==> config.mk <==
export PLATFORM = sky130hd
export DESIGN_NAME = stli_ram
export DESIGN_NICKNAME = d
export VERILOG_FILES = /design/src/sv/stli_ram.sv
export SDC_FILE = /design/constraint.sdc
export NUM_CORES = 1
export LEC_CHECK = 0
export ABC_CLOCK_PERIOD_IN_PS = 2500
export BUFFER_PORTS_ARGS = -buffer_cell sky130_fd_sc_hd__buf_4
export CORE_MARGIN = 2
export CORE_UTILIZATION = 42
export CTS_BUF_LIST = sky130_fd_sc_hd__clkbuf_2 sky130_fd_sc_hd__clkbuf_4 sky130_fd_sc_hd__clkbuf_8
export CTS_CLUSTER_DIAMETER = 100
export DETAILED_ROUTE_END_ITERATION = 12
export SLEW_MARGIN = 15
export SYNTH_ARGS = -nofsm -noshare
export SYNTH_HDL_FRONTEND = slang
export SYNTH_SLANG_ARGS = --single-unit
export TNS_END_PERCENT = 1
==> constraint.sdc <==
create_clock -name clock -period 2.5 [get_ports clock]
set_input_delay 0.375 -clock clock [delete_from_list [all_inputs] [get_ports clock]]
set_output_delay 0.375 -clock clock [all_outputs]
set_load 0.1 [all_outputs]
==> src/sv/stli_ram.sv <==
module stli_ram #(
   parameter int WIDTH = 8,
   parameter int DEPTH = 16
) (
   input  logic                     clock,
   input  logic                     wr_en,
   input  logic [$clog2(DEPTH)-1:0] wr_addr,
   input  logic [WIDTH-1:0]         wr_data,
   input  logic [$clog2(DEPTH)-1:0] rd_addr,
   output logic [WIDTH-1:0]         rd_data
);

   logic [WIDTH-1:0] mem_ff [DEPTH];
   logic [WIDTH-1:0] rd_data_ff;

   // One write port and one read port with a registered read.
   always_ff @(posedge clock) begin
      if (wr_en) begin
         mem_ff[wr_addr] <= wr_data;
      end
      rd_data_ff <= mem_ff[rd_addr];
   end

   assign rd_data = rd_data_ff;

endmodule

==> run metrics <==
num ports=26; global route overflow=0; fmax=0.683 GHz; DR vias=2397; Final min period=1.46 ns; simple logic cell fraction of the synthesized area=0.0318; crit end category=output port; largest net degree at the start of global routing=33; Power per Cell Area=846 nW/um^2; multiplexer share of the synthesized area=0.150; Synth area leader=edfxtp_1; residual DRC count=0; root buffer cell=clkbuf_8; CP Cell Sequence=buf_4; Clock power frac=0.435; post-synthesis adder-cell area fraction=0; Netlist cell types=19; Post-Synthesis Cells=229; CP Launch Type=register; top cells by area, synth=edfxtp_1 (75%), mux4_2 (7.9%), mux4_1 (7.1%); 1st-iter DRT viols=87; switching part of the total=0.205; largest family of logic cells by synthesized area=multiplexers; Max stage delay on crit path=0.36 ns; GP Congestion=0.702; most frequent cells in the layout=edfxtp_1 (128), buf_4 (43), clkbuf_8 (19), mux4_2 (18), a22oi_1 (16); Crit path arrival time=1.09 ns; Final period util=0.586; number of max-slew violations in the final report=0; VDD IR-drop max=0.000309 V; clock-pin slew on the worst setup and hold paths=0.07 ns; antenna cells=0; layout cells sized above 1=0.322; chip height=115 um; number of port buffers=25; Routed WL per cell=21.4 um; share of the synthesized area in the top cell type=0.747; Yosys reg bits=136; Slew headroom=0.519; final setup fails=0; htree depth=4; LEAKAGE=2.07 nW; fillers=968; footprint of the multi-input gates=1060 um^2; Max Cap Violations=0; post-synthesis xor/xnor area fraction=0; Area Growth Syn to Fin=18.4%; CTS Buf Count=17; Tot Pwr=5.16 mW; synthesized area per cell=22.5 um^2; PostCTS Resize Cnt=0; status=complete, no violations; Initial Utilization=0.429; Placed Cells incl. Taps=410; worst-path fanout max=1; antenna-violating nets left=0; Critical-path top delay cell=dfxtp_1; Comb pwr share=0.069; first-pass GRT wire length=14600 um; die footprint=13200 um^2; Seq/Total Area, Yosys=0.778; CTS tree=built; chip width=115 um; Setup CP Type=register to output port; Syn Nets=247; Sw Pwr=1.06 mW; Final Hold Vio Count=0; compound-gate portion of the synthesized area=0.0233; Via density=5.42; initial antenna violation count=0; Worst Hold Class=input port to register; GRT Overall Usage=0.160; WP buf/inv=1; Worst-Skew Late Latency=0.43 ns; most common cell after layout, fill and taps aside=edfxtp_1; cts hold-fix bufs=0; mapped cell area=5150 um^2; TritonCTS Sinks=136; critical path required time=2.12 ns; FP Rows=40; largest delay contributor family on the critical path=flip-flops; CORE AREA=12000 um^2; setup bufs post-CTS=0; Pint=4.10 mW; Post-DP HPWL=6040 um; DP Worst Slack=0.553 ns; Worst Hold Margin=0.255 ns; Slew @ Worst Pin=0.718 ns; RSZ-0062 raised after global routing=no; Seq pwr share=0.496; setup TNS=0 ns; fin nets=300; Clock Path Buffers=2; Synth Warn #=0; Final Skew=0.00727 ns; final WL=9460 um; vias in the first global route=2506; Cell Count, Final, Fillers Out=442; Worst Slack Setup Final=1.04 ns; DR pass1 iterations=4; storage element area=4000 um^2
## cell type report
type	instances	area share
repair buffers	44	0.0562
flip-flops and latches	136	0.657
clock inverters	13	0.0406
well taps	147	0.0302
clock buffers	19	0.0429
multi-input cells	83	0.173
## final timing paths
path         slack [ns]            to  cells past startpoint    startpoint
min reg2reg        0.68    rd_data[1]                      3  mem_ff[8][1]
min                0.25  mem_ff[0][3]                      1    wr_data[3]
max reg2reg        1.16    rd_data[4]                      3  mem_ff[3][4]
max                1.04    rd_data[4]                      1    rd_data[4]
## Yosys cell counts
master	count
nand2b_1	2
buf_2	3
nor3_1	4
edfxtp_1	128
nand2_1	9
buf_4	1
and2_1	1
clkdlybuf4s25_2	3
mux4_2	18
and2b_1	1
nor2_1	13
a22oi_1	16
dfxtp_1	8
nor2b_1	1
buf_6	3
or3b_2	1
nand3b_1	2
nand3_1	1
mux4_1	14
## registers in the layout (all words and copies together), names as in the netlist
signal   flops
mem_ff     128
rd_data      8
## logic make-up after synthesis
logic type	Yosys count
multiplexers	32
AO/OA/AOI/OAI	16
buffers and inverters	10
flip-flops	136
AND/OR/NAND/NOR	35
## per-stage QoR
step	util	instance area (um^2)
finish	0.508	6100
global route	0.508	6100
CTS	0.508	6100
detailed placement	0.465	5590
global placement	0.465	5590
floorplan	-	5150
## routing by layer
layer | GRT usage | routed length, um | up-vias
li1 | - | - | 1075
met1 | 0.213 | 4310 | 1265
met2 | 0.249 | 4760 | 50
met3 | 0.0466 | 297 | 7
met4 | 0.0651 | 92 | 0
met5 | 0 | 0 | -
## power groups by stage
stage	combinational, mW	sequential, mW	clock (mW)
4_1_cts	0.362	2.56	2.28
6_report	0.356	2.56	2.24
2_1_floorplan	0.129	2.72	0
5_1_grt	0.379	2.56	2.37
3_5_place_dp	0.362	2.61	0
3_3_place_gp	0.358	2.61	0
(Power assumes the default switching activity.)
